--- src/rtl/ppm_hdr_pkg.sv ---
// ----------------------------------------------------------------------------
// ppm_hdr_pkg
// Types, codes and character constants shared by the PPM header parser.
// ----------------------------------------------------------------------------
`default_nettype none

package ppm_hdr_pkg;

  localparam int DEF_MAX_TOKEN_CHARS = 63;
  localparam int DEF_DIM_BITS        = 16;

  localparam int OUT_DIM_W = 16;
  localparam int MAXVAL_W  = 8;
  localparam int MAXVAL_LIMIT = 255;

  localparam logic [7:0] CH_P     = 8'h50;
  localparam logic [7:0] CH_SIX   = 8'h36;
  localparam logic [7:0] CH_HASH  = 8'h23;
  localparam logic [7:0] CH_ZERO  = 8'h30;
  localparam logic [7:0] CH_NINE  = 8'h39;
  localparam logic [7:0] CH_SPACE = 8'h20;
  localparam logic [7:0] CH_TAB   = 8'h09;
  localparam logic [7:0] CH_LF    = 8'h0A;
  localparam logic [7:0] CH_CR    = 8'h0D;

  typedef enum logic [2:0] {
    ST_OK         = 3'd0,
    ST_BAD_MAGIC  = 3'd1,
    ST_BAD_WIDTH  = 3'd2,
    ST_BAD_HEIGHT = 3'd3,
    ST_BAD_MAXVAL = 3'd4,
    ST_EARLY_END  = 3'd5,
    ST_TOO_LONG   = 3'd6,
    ST_EXTRA_TOK  = 3'd7
  } status_t;

  typedef enum logic [1:0] {
    TOK_MAGIC  = 2'd0,
    TOK_WIDTH  = 2'd1,
    TOK_HEIGHT = 2'd2,
    TOK_MAXVAL = 2'd3
  } token_t;

  typedef struct packed {
    logic [7:0] data_byte;
    logic       end_of_stream;
  } in_item_t;

  typedef struct packed {
    status_t                status;
    logic [OUT_DIM_W-1:0]   image_width;
    logic [OUT_DIM_W-1:0]   image_height;
    logic [MAXVAL_W-1:0]    max_value;
  } out_item_t;

  typedef struct packed {
    logic      valid;
    out_item_t item;
  } result_t;

endpackage

`default_nettype wire

--- src/rtl/ppm_hdr_core.sv ---
// ----------------------------------------------------------------------------
// ppm_hdr_core
// Parse state of the header: token splitting, comments, magic check and
// decimal accumulation, one byte per step.
// ----------------------------------------------------------------------------
`default_nettype none

module ppm_hdr_core #(
  parameter int MAX_TOKEN_CHARS = ppm_hdr_pkg::DEF_MAX_TOKEN_CHARS,
  parameter int DIM_BITS        = ppm_hdr_pkg::DEF_DIM_BITS
) (
  input  wire logic                  clk,
  input  wire logic                  rst,
  input  wire logic                  step,
  input  wire ppm_hdr_pkg::in_item_t item,
  output ppm_hdr_pkg::result_t       res
);
  import ppm_hdr_pkg::*;

  localparam int CC_W  = $clog2(MAX_TOKEN_CHARS + 1);
  localparam int NUM_W = DIM_BITS;
  localparam int ACC_W = DIM_BITS + 4;

  localparam logic [CC_W-1:0]  CC_MAX   = CC_W'(MAX_TOKEN_CHARS);
  localparam logic [CC_W-1:0]  CC_TWO   = CC_W'(2);
  localparam logic [CC_W-1:0]  CC_ONE   = CC_W'(1);
  localparam logic [ACC_W-1:0] DIM_LIM  = ACC_W'((64'd1 << DIM_BITS) - 64'd1);
  localparam logic [ACC_W-1:0] MAXV_LIM = ACC_W'(MAXVAL_LIMIT);

  token_t           token_number, token_number_next;
  logic             between_tokens, between_tokens_next;
  logic             in_comment, in_comment_next;
  logic [CC_W-1:0]  char_count, char_count_next;
  logic             magic_ok, magic_ok_next;
  logic [NUM_W-1:0] number_value, number_value_next;
  logic             number_bad, number_bad_next;
  logic [NUM_W-1:0] saved_width, saved_width_next;
  logic [NUM_W-1:0] saved_height, saved_height_next;

  logic [7:0]       b;
  logic             is_space;
  logic             is_digit;
  logic             bad_num;
  logic [ACC_W-1:0] acc;
  logic [ACC_W-1:0] lim;
  logic             do_char;
  logic             emit;
  status_t          st;

  assign b        = item.data_byte;
  assign is_space = (b == CH_SPACE) || ((b >= CH_TAB) && (b <= CH_CR));
  assign is_digit = (b >= CH_ZERO) && (b <= CH_NINE);
  assign bad_num  = number_bad || (number_value == '0);

  // value*10 + digit; the stored value never exceeds the limit, so this fits
  assign acc = (ACC_W'(number_value) << 3) + (ACC_W'(number_value) << 1)
             + ACC_W'(b - CH_ZERO);
  assign lim = (token_number == TOK_MAXVAL) ? MAXV_LIM : DIM_LIM;

  always_comb begin
    token_number_next   = token_number;
    between_tokens_next = between_tokens;
    in_comment_next     = in_comment;
    char_count_next     = char_count;
    magic_ok_next       = magic_ok;
    number_value_next   = number_value;
    number_bad_next     = number_bad;
    saved_width_next    = saved_width;
    saved_height_next   = saved_height;
    do_char             = 1'b0;
    emit                = 1'b0;
    st                  = ST_OK;

    if (item.end_of_stream) begin
      emit = 1'b1;
      st   = ST_EARLY_END;
    end else if (in_comment) begin
      if ((b == CH_LF) || (b == CH_CR)) begin
        in_comment_next = 1'b0;
      end
    end else if (between_tokens) begin
      if (b == CH_HASH) begin
        in_comment_next = 1'b1;
      end else if (!is_space) begin
        between_tokens_next = 1'b0;
        do_char             = 1'b1;
      end
    end else if (is_space || (b == CH_HASH)) begin
      // close the current token
      unique case (token_number)
        TOK_MAGIC: begin
          if (!magic_ok || (char_count < CC_TWO)) begin
            emit = 1'b1;
            st   = ST_BAD_MAGIC;
          end
        end
        TOK_WIDTH: begin
          if (bad_num) begin
            emit = 1'b1;
            st   = ST_BAD_WIDTH;
          end
          saved_width_next = number_value;
        end
        TOK_HEIGHT: begin
          if (bad_num) begin
            emit = 1'b1;
            st   = ST_BAD_HEIGHT;
          end
          saved_height_next = number_value;
        end
        default: begin
          emit = 1'b1;
          st   = (bad_num || (ACC_W'(number_value) > MAXV_LIM)) ? ST_BAD_MAXVAL : ST_OK;
        end
      endcase
      token_number_next   = token_t'(token_number + 2'd1);
      between_tokens_next = 1'b1;
      char_count_next     = '0;
      number_value_next   = '0;
      number_bad_next     = 1'b0;
      in_comment_next     = (b == CH_HASH);
    end else begin
      do_char = 1'b1;
    end

    if (do_char) begin
      if (char_count >= CC_MAX) begin
        emit = 1'b1;
        st   = ST_TOO_LONG;
      end else begin
        char_count_next = char_count + CC_ONE;
        if (token_number == TOK_MAGIC) begin
          if ((char_count == '0) && (b != CH_P)) begin
            magic_ok_next = 1'b0;
          end
          if ((char_count == CC_ONE) && (b != CH_SIX)) begin
            magic_ok_next = 1'b0;
          end
        end else if (!is_digit) begin
          number_bad_next = 1'b1;
        end else if (!number_bad) begin
          if (acc > lim) begin
            number_bad_next = 1'b1;
          end else begin
            number_value_next = NUM_W'(acc);
          end
        end
      end
    end

    // any result returns the parser to its start state
    if (emit) begin
      token_number_next   = TOK_MAGIC;
      between_tokens_next = 1'b0;
      in_comment_next     = 1'b0;
      char_count_next     = '0;
      magic_ok_next       = 1'b1;
      number_value_next   = '0;
      number_bad_next     = 1'b0;
      saved_width_next    = '0;
      saved_height_next   = '0;
    end
  end

  always_ff @(posedge clk) begin
    if (rst) begin
      token_number   <= TOK_MAGIC;
      between_tokens <= 1'b0;
      in_comment     <= 1'b0;
      char_count     <= '0;
      magic_ok       <= 1'b1;
      number_value   <= '0;
      number_bad     <= 1'b0;
      saved_width    <= '0;
      saved_height   <= '0;
    end else if (step) begin
      token_number   <= token_number_next;
      between_tokens <= between_tokens_next;
      in_comment     <= in_comment_next;
      char_count     <= char_count_next;
      magic_ok       <= magic_ok_next;
      number_value   <= number_value_next;
      number_bad     <= number_bad_next;
      saved_width    <= saved_width_next;
      saved_height   <= saved_height_next;
    end
  end

  always_comb begin
    res.valid             = step && emit;
    res.item.status       = st;
    res.item.image_width  = '0;
    res.item.image_height = '0;
    res.item.max_value    = '0;
    if (st == ST_OK) begin
      res.item.image_width  = OUT_DIM_W'(saved_width);
      res.item.image_height = OUT_DIM_W'(saved_height);
      res.item.max_value    = MAXVAL_W'(number_value);
    end
  end

endmodule

`default_nettype wire

--- src/rtl/ppm_hdr_out_reg.sv ---
// ----------------------------------------------------------------------------
// ppm_hdr_out_reg
// Result register: holds one result until the downstream side takes it.
// ----------------------------------------------------------------------------
`default_nettype none

module ppm_hdr_out_reg (
  input  wire logic                 clk,
  input  wire logic                 rst,
  input  wire ppm_hdr_pkg::result_t res,
  output logic                      busy,
  output logic                      result_valid,
  input  wire logic                 result_stall,
  output ppm_hdr_pkg::out_item_t    result
);
  import ppm_hdr_pkg::*;

  assign busy = result_valid && result_stall;

  always_ff @(posedge clk) begin
    if (rst) begin
      result_valid <= 1'b0;
    end else if (res.valid) begin
      result_valid <= 1'b1;
    end else if (!result_stall) begin
      result_valid <= 1'b0;
    end
  end

  // hold the payload while stalled; a load only comes when not busy
  always_ff @(posedge clk) begin
    if (res.valid) begin
      result <= res.item;
    end
  end

endmodule

`default_nettype wire

--- src/rtl/ppm_hdr_parser_top_note.sv ---
// ----------------------------------------------------------------------------
// ppm_hdr_in_reg
// Input register: captures one header byte and holds it until the parse
// step can consume it.
// ----------------------------------------------------------------------------
`default_nettype none

module ppm_hdr_in_reg (
  input  wire logic                  clk,
  input  wire logic                  rst,
  input  wire logic                  item_valid,
  output logic                       item_stall,
  input  wire ppm_hdr_pkg::in_item_t item,
  input  wire logic                  busy,
  output logic                       step,
  output ppm_hdr_pkg::in_item_t      held
);
  import ppm_hdr_pkg::*;

  logic held_valid;
  logic accept;

  assign step       = held_valid && !busy;
  assign item_stall = held_valid && busy;
  assign accept     = item_valid && !item_stall;

  always_ff @(posedge clk) begin
    if (rst) begin
      held_valid <= 1'b0;
    end else if (accept) begin
      held_valid <= 1'b1;
    end else if (step) begin
      held_valid <= 1'b0;
    end
  end

  always_ff @(posedge clk) begin
    if (accept) begin
      held <= item;
    end
  end

endmodule

`default_nettype wire

--- src/rtl/ppm_header_parser.sv ---
// ----------------------------------------------------------------------------
// ppm_header_parser
// Binary PPM (P6) header parser: one header byte per transfer in, one
// status/width/height/maxval result out per header or error.
// ----------------------------------------------------------------------------
// The parser takes one byte per clock cycle while the result side does not stall,
// and emits a result for the byte that finishes the header or reveals an error.
// Each byte passes an input register, then one parse step that updates the
// token state (a compare, and a multiply-by-ten add for number digits), and
// the result lands in an output register. A stall on the result side holds
// the input side after one buffered byte. After each result the parser is
// back in its start state and parses the following bytes as a new header.
`default_nettype none

module ppm_header_parser #(
  parameter int MAX_TOKEN_CHARS = ppm_hdr_pkg::DEF_MAX_TOKEN_CHARS,
  parameter int DIM_BITS        = ppm_hdr_pkg::DEF_DIM_BITS
) (
  input  wire logic                   clk,
  input  wire logic                   rst,
  input  wire logic                   item_valid,
  output logic                        item_stall,
  input  wire ppm_hdr_pkg::in_item_t  item,
  output logic                        result_valid,
  input  wire logic                   result_stall,
  output ppm_hdr_pkg::out_item_t      result
);
  import ppm_hdr_pkg::*;

  logic     busy;
  logic     step;
  in_item_t held;
  result_t  res;

  ppm_hdr_in_reg u_in_reg (
    .clk        (clk),
    .rst        (rst),
    .item_valid (item_valid),
    .item_stall (item_stall),
    .item       (item),
    .busy       (busy),
    .step       (step),
    .held       (held)
  );

  ppm_hdr_core #(
    .MAX_TOKEN_CHARS (MAX_TOKEN_CHARS),
    .DIM_BITS        (DIM_BITS)
  ) u_core (
    .clk  (clk),
    .rst  (rst),
    .step (step),
    .item (held),
    .res  (res)
  );

  ppm_hdr_out_reg u_out_reg (
    .clk          (clk),
    .rst          (rst),
    .res          (res),
    .busy         (busy),
    .result_valid (result_valid),
    .result_stall (result_stall),
    .result       (result)
  );

endmodule

`default_nettype wire

--- config.mk ---
export PLATFORM = sky130hd
export DESIGN_NAME = ppm_header_parser
export DESIGN_NICKNAME = d
export VERILOG_FILES = /design/src/rtl/ppm_hdr_pkg.sv /design/src/rtl/ppm_hdr_core.sv /design/src/rtl/ppm_hdr_out_reg.sv /design/src/rtl/ppm_hdr_parser_top_note.sv /design/src/rtl/ppm_header_parser.sv
export SDC_FILE = /design/constraint.sdc
export NUM_CORES = 1
export LEC_CHECK = 0
export ABC_AREA = 1
export BUFFER_PORTS_ARGS = -buffer_cell sky130_fd_sc_hd__buf_2
export CORE_ASPECT_RATIO = 0.8
export CORE_MARGIN = 2
export CORE_UTILIZATION = 61
export CTS_CLUSTER_SIZE = 40
export DETAILED_ROUTE_END_ITERATION = 12
export GPL_ROUTABILITY_DRIVEN = 1
export GPL_TIMING_DRIVEN = 0
export HOLD_SLACK_MARGIN = 0.06
export PLACE_DENSITY = 0.79
export SKIP_CTS_REPAIR_TIMING = 1
export SLEW_MARGIN = 20
export SYNTH_ARGS = -nofsm -noshare
export SYNTH_HDL_FRONTEND = slang
export SYNTH_SLANG_ARGS = --single-unit
--- constraint.sdc ---
create_clock -name clk -period 5.96 [get_ports clk]
set_input_delay 0.596 -clock clk [delete_from_list [all_inputs] [get_ports clk]]
set_output_delay 0.596 -clock clk [all_outputs]
set_load 0.01 [all_outputs]
# [After elaboration in Yosys (flattened, before gate mapping)]
# Index checks and enable logic that the tools add are counted.
[op_classes] n_addsub=5 n_lt_le_gt_ge=8 eq_ne=15 muxes=97 reduce_logical=36
[op_table] cell="$mux 16" count=24
[op_table] cell="$mux 1" count=50
[op_table] cell="$mux 6" count=7
[op_table] cell="$mux 3" count=7
[op_table] cell="$add 19x17->20" count=1
[op_table] cell="$add 20x20->20" count=1
[op_table] cell="$gt 20x20->1" count=1
[op_table] cell="$eq 8x4->1 const B" count=2
[op_table] cell="$eq 8x6->1 const B" count=2
[op_table] cell="$gt 16x8->1 const B" count=1
[op_table] cell="$logic_not 16->1" count=1
[op_table] cell="$mux 2" count=7
[op_table] cell="$reduce_and 6->1" count=2
[op_table] cell="$reduce_bool 2->1" count=6
[op_table] cell="$reduce_and 5->1" count=2
[op_table] cell="$logic_and 1x1->1" count=9
[op_table] cell="$pmux 3 s3" count=1
[op_table] cell="$sub 8x6->9 const B" count=1
[op_table] cell="$ge 8x4->1 const B" count=1
[op_table] cell="$ge 8x6->1 const B" count=1
[op_table] cell="$le 8x4->1 const B" count=1
[op_table] cell="$le 8x6->1 const B" count=1
[op_table] cell="$ne 8x6->1 const B" count=1
[op_table] cell="$ne 8x7->1 const B" count=1
[op_table] cell="other kinds (19)" count=30
[word_totals] register_bits=114 output_inout_bits=45

# [Depth between registers and ports, before layout]
[depth] word_depth=15 mapped_depth=30 depth_no_buf=30

# [Cells and area by module]
# Synthesis repeated with hierarchy kept, for this count alone.
[hier_totals] cells_unflattened=893 area_unflattened_um2=6998.0
[by_module_without_submodules] module="ppm_hdr_core" instances=1 cells_per_inst=828 area_each_um2=5342.6 seq_area_each_um2=1201.2
[by_module_without_submodules] module="ppm_hdr_out_reg" instances=1 cells_per_inst=48 area_each_um2=1331.3 seq_area_each_um2=1311.3
[by_module_without_submodules] module="ppm_hdr_in_reg" instances=1 cells_per_inst=17 area_each_um2=324.1 seq_area_each_um2=290.3

# [Worst setup path after synthesis]
# OpenSTA, ideal clock, no wires.
[synth_timing] kind="register to register" from="reg, netlist name u_in_reg.held[5]" to="reg u_core.number_value[3]" t_arrival_ns=4.524 slack_ns=1.303 path_stages_with_launch=26 n_path_buf=1 synth_period_minus_slack_ns=4.657 path_cell_list="edfxtp_1 ha_1 nor2_1 fa_1 ha_1 nand2_1 nor2_1 nand3_1 nand3_1 inv_1 o21bai_1 xnor2_1 inv_1 ha_1 nand4_1 nor2_1 nand2_1 nor2_1 nand3_1 nand2_1 nand3_1 nor2_4 buf_2 nand4_1 nand3_1 a21oi_1"
[synth_between] elab_chain_len=15 word_cells_on_any_way=36 cone_classes="add/sub: 2; order compare: 5; eq/ne: 2; mux: 23; reduce/logical: 4"
[synth_rtl] item="parallel branches: the longest is 14 deep, another holds $add 20x20->20"
[synth_rtl] item="$mux 16 *" line_no="ppm_hdr_core.sv:152" rtl="if (emit) begin"
[synth_rtl] item="to (signal assigned)" line_no="ppm_hdr_core.sv:182" rtl="number_value <= number_value_next;"
[synth_rtl] item="to (decl)" line_no="ppm_hdr_core.sv:35" rtl="logic [NUM_W-1:0] number_value, number_value_next;"
# Mark *: on every way between the ends.
# A chain may end at the register's enable or synchronous reset.

# [Worst setup path in the final report]
[layout_timing] from="reg, netlist name u_in_reg.held[5]" to="reg u_core.number_value[7]"
[layout_between] elab_chain_len=15 word_cells_on_any_way=36 cone_classes="add/sub: 2; order compare: 5; eq/ne: 2; mux: 23; reduce/logical: 4"
[layout_rtl] item="parallel branches: the longest is 14 deep, another holds $add 20x20->20"
[layout_rtl] item="$mux 16 *" line_no="ppm_hdr_core.sv:152"
# Marks and branches as above.

==> run summary <==
The clock buffer count from CTS is 17. By area the synthesized netlist is led by edfxtp_1 22%, dfxtp_1 18%, nand2_1 13%. The final number of hold-violating endpoints was 0.

The multi-input combinational cells in the finished layout cover a total of 3590 um^2. The number of nets with antenna violations after detailed routing came out at 0. The clock network power share is 0.501. The met2 track demand over resource came out at 0.441. Of the post-synthesis cell area, the dominant cell type holds 0.221. The source-to-sink clock delay at the later pin of the worst-skew pair is 0.41 ns. The min-delay analysis places its worst path in the category in2reg. The kind of critical path is reg2reg. TritonCTS built the clock tree. The endpoint class of the critical path is a flip-flop.

The worst endpoint data arrival time is 5.84 ns. Measured on the finished design, the core utilization comes to 0.718. The mean routed wirelength per cell came out at 14.7 um. Summed over all instances, the cell type with the most area after synthesis is edfxtp_1. 58 I/O pins were placed. The most crowded layer after global routing is met2. The final-report setup violation count came out at 0.

The netlist area before placement is 7060 um^2. The switching component of the power came out at 517 uW. The worst voltage drop across the vdd grid came out at 0.000305 V.

The internal cell power came out at 1.58 mW. The region available for standard cell placement spans 11400 um^2. The pin count of the biggest net entering global routing is 39. Clock-pin slew was measured on the worst setup and hold paths at 0.06 ns. The count of routing violations after the opening detailed-route iteration is 421.

The initial antenna violation count came out at 0. The final instance area came out at 8170 um^2. The commonest register cell after synthesis is dfxtp_1. The y dimension of the die came out at 100 um. The area of all sequential standard cells came out at 2800 um^2.

The final instance count without filler cells is 1155. The flow ran to the end, and the final reports show no timing, DRC or antenna violations. The share of total power dissipated in combinational logic is 0.092. The number of nets produced by synthesis is 986. The sequential area share after synthesis came out at 0.397. Across every metal layer, demand over resource in global routing totals 0.281. For this run, global-route usage on met3 was measured as 0.0554. The number of remaining DRC errors is 0.

The highest net fanout along the worst path is 11. The starting utilization of the core area came out at 0.620. The die is 124 um wide. The antenna diode count is 0.

The power density over cell area is 256 nW/um^2. The placed instances occupy a cell area of 7550 um^2. The via count of the first global-routing pass came out at 5799. Buffers placed on the I/O ports in this run total 57. After technology mapping, the gate count stands at 917. The global routing met1 resource utilization came out at 0.394. The fraction of synthesis flops using an asynchronous set or reset pin is 0. The dominant cell type by count on the critical path is nand3_1. The count of final max-slew check failures came out at 0. The total congestion overflow came out at 0. The final cycle utilization of the critical path came out at 0.925. The final net count came out at 1063. The shortest clock period the worst path allows after layout came out at 5.51 ns. In the final layout, the share of cells above drive strength 1 is 0.137. The critical path's slowest cell is nor2_2.

The reported max-cap violation count came out at 0. The peak per-stage delay on the critical path came out at 0.60 ns. The H-tree was split into 4 levels.

The sequential cell fraction of total power came out at 0.407. The required time at the worst-slack endpoint came out at 6.29 ns. The layout filler cell count is 902.

The pre-CTS worst setup slack is 0.233 ns. The worst setup skew after layout is 0.0135 ns. Setup repair after global routing left no endpoint under its margin. The first-pass iteration count of the detailed router came out at 5.

The global placer's final weighted congestion is 0.969. The post-route setup TNS came out at 0 ns. The number of warnings issued by yosys is 0.

The total clock sinks came out at 114. In the post-route analysis, the smallest setup slack over all paths is 0.449 ns. The average cell area after synthesis came out at 7.70 um^2. The signed area change from the synthesized netlist to the final layout is 15.8%. Detailed routing inserted a total of 6202 vias. The count of flip-flops with a built-in enable after synthesis came out at 52. The global-route wire length before repair is 27.9 mm. The worst slew slack as a fraction of its limit is 0.507. Derived from the worst setup path, the maximum achievable clock frequency is 181 MHz. Once placement completed, the tool counted placed cells totaling 1123. The die area came out at 12500 um^2. The worst setup path is launched from a flip-flop. The leakage power figure is 3.77 nW. The number of buffers on the longest clock path came out at 2. The total wire length after detailed routing is 17.0 mm. After detailed routing, the number of vias per cell comes to 5.37. The transition at the pin with the smallest max-transition slack is 0.738 ns. The number of synthesized register bits came out at 114. Row generation in the floorplan step produced 35 rows. The unique cell type count in the Yosys netlist came out at 43. Of the total power, the share spent switching nets is 0.247. The HPWL reported at the end of detailed placement came out at 12.8 mm. The root buffer cell chosen for the clock tree is clkbuf_16.
[registers in the layout (all words and copies together), names as in the netlist]
signal	count
u_out_reg.result_valid	1
u_core.magic_ok	1
u_core.between_tokens	1
u_out_reg.result	43
u_core.number_value	16
u_core.saved_width	16
u_core.char_count	6
u_in_reg.held	9
u_core.token_number	2
u_core.number_bad	1
u_core.in_comment	1
u_core.saved_height	16
u_in_reg.held_valid	1
[critical path, delay by kind of cell (launching register included)]
family	cells	cell delay (ns)
AO/OA/AOI/OAI	2	0.29
XOR/XNOR	1	0.21
buffers and inverters	3	0.33
flip-flops	1	0.48
AND/OR/NAND/NOR	16	2.54
adder cells (fa/ha/maj)	4	1.56
[metal layers]
metal / wire, um / vias up
li1: - / 3123
met3: 1160 / 30
met5: 0 / -
met4: 335 / 0
met2: 7630 / 221
met1: 7880 / 2828
[synth_stat cells, types with 4 or more instances]
| cell type | instances |
|---|---|
| nand2_1 | 238 |
| inv_1 | 129 |
| nor2_1 | 103 |
| a21oi_1 | 71 |
| nand3_1 | 65 |
| dfxtp_1 | 62 |
| edfxtp_1 | 52 |
| ha_1 | 41 |
| nand4_1 | 25 |
| fa_1 | 15 |
| o21ai_0 | 15 |
| buf_2 | 12 |
| clkbuf_1 | 12 |
| xor2_1 | 10 |
| nand2_2 | 5 |
| nor2_4 | 5 |
| xnor2_1 | 5 |
| a21oi_2 | 4 |
| buf_6 | 4 |
| nor3_1 | 4 |
[placed cells by master (no fill, tap or decap), types with 3 or more instances in the layout]
master / instances
xnor2_1: 5
a31oi_1: 3
a21oi_1: 71
buf_2: 69
nor2_2: 4
nand3_1: 65
o21ai_0: 15
nor2_1: 102
fa_1: 15
nand2_4: 3
inv_1: 128
buf_6: 4
bufinv_16: 3
edfxtp_1: 52
o211ai_1: 3
dfxtp_1: 62
nand4_1: 25
a21oi_2: 4
nor3_1: 4
ha_1: 41
clkbuf_16: 17
clkinv_4: 5
nor2_4: 5
o21bai_1: 3
nand3b_1: 3
nand3_4: 3
xor2_1: 10
clkbuf_1: 13
nand2_1: 238
nand2_2: 5
inv_6: 3
[final timing paths]
check | to | from | depth (start not counted) | slack (ns)
max | u_core.number_value[7]$_SDFFE_PP0P_ | u_in_reg.held[5]$_DFFE_PP_ | 26 | 0.45
min | u_in_reg.held[2]$_DFFE_PP_ | item[2] | 1 | 0.35
min reg2reg | u_core.saved_width[2]$_SDFFE_PP0P_ | u_core.saved_width[2]$_SDFFE_PP0P_ | 2 | 0.46
max reg2reg | u_core.number_value[7]$_SDFFE_PP0P_ | u_in_reg.held[5]$_DFFE_PP_ | 26 | 0.45
[cell families after synthesis]
logic type	after synthesis	share of synthesized area
and+or+nand+nor	465	0.292
xor gates and xnor gates	15	0.0186
AOI/OAI and AO/OA	105	0.0819
adders and majority gates	56	0.115
DFF	114	0.397
buffers and inverters	162	0.0948
[power groups by stage]
stage                     clock [mW]  combinational, mW  sequential [mW]
after detailed placement           0              0.188            0.869
after global routing            1.09              0.215            0.855
final                           1.05              0.192            0.853
after floorplan                    0              0.130            0.872
after global placement             0              0.181            0.869
after CTS                       1.06              0.190            0.853
[metrics by stage]
step | hold WS, ns | power [mW]
6_report | 0.353 | 2.09
5_1_grt | 0.345 | 2.16
4_1_cts | 0.344 | 2.10
3_5_place_dp | 0.443 | 1.06
3_3_place_gp | 0.438 | 1.05
2_1_floorplan | 0.427 | 1.00
[final cells by class]
cell class / count / area share
clock inverter: 13 / 0.0217
clock buffer: 19 / 0.0542
sequential: 114 / 0.343
buffer: 29 / 0.0202
timing repair buffer: 58 / 0.0374
tap: 148 / 0.0227
multi-input combinational: 641 / 0.439
inverter: 133 / 0.0617
No activity file was read; power rests on OpenSTA's default activity.
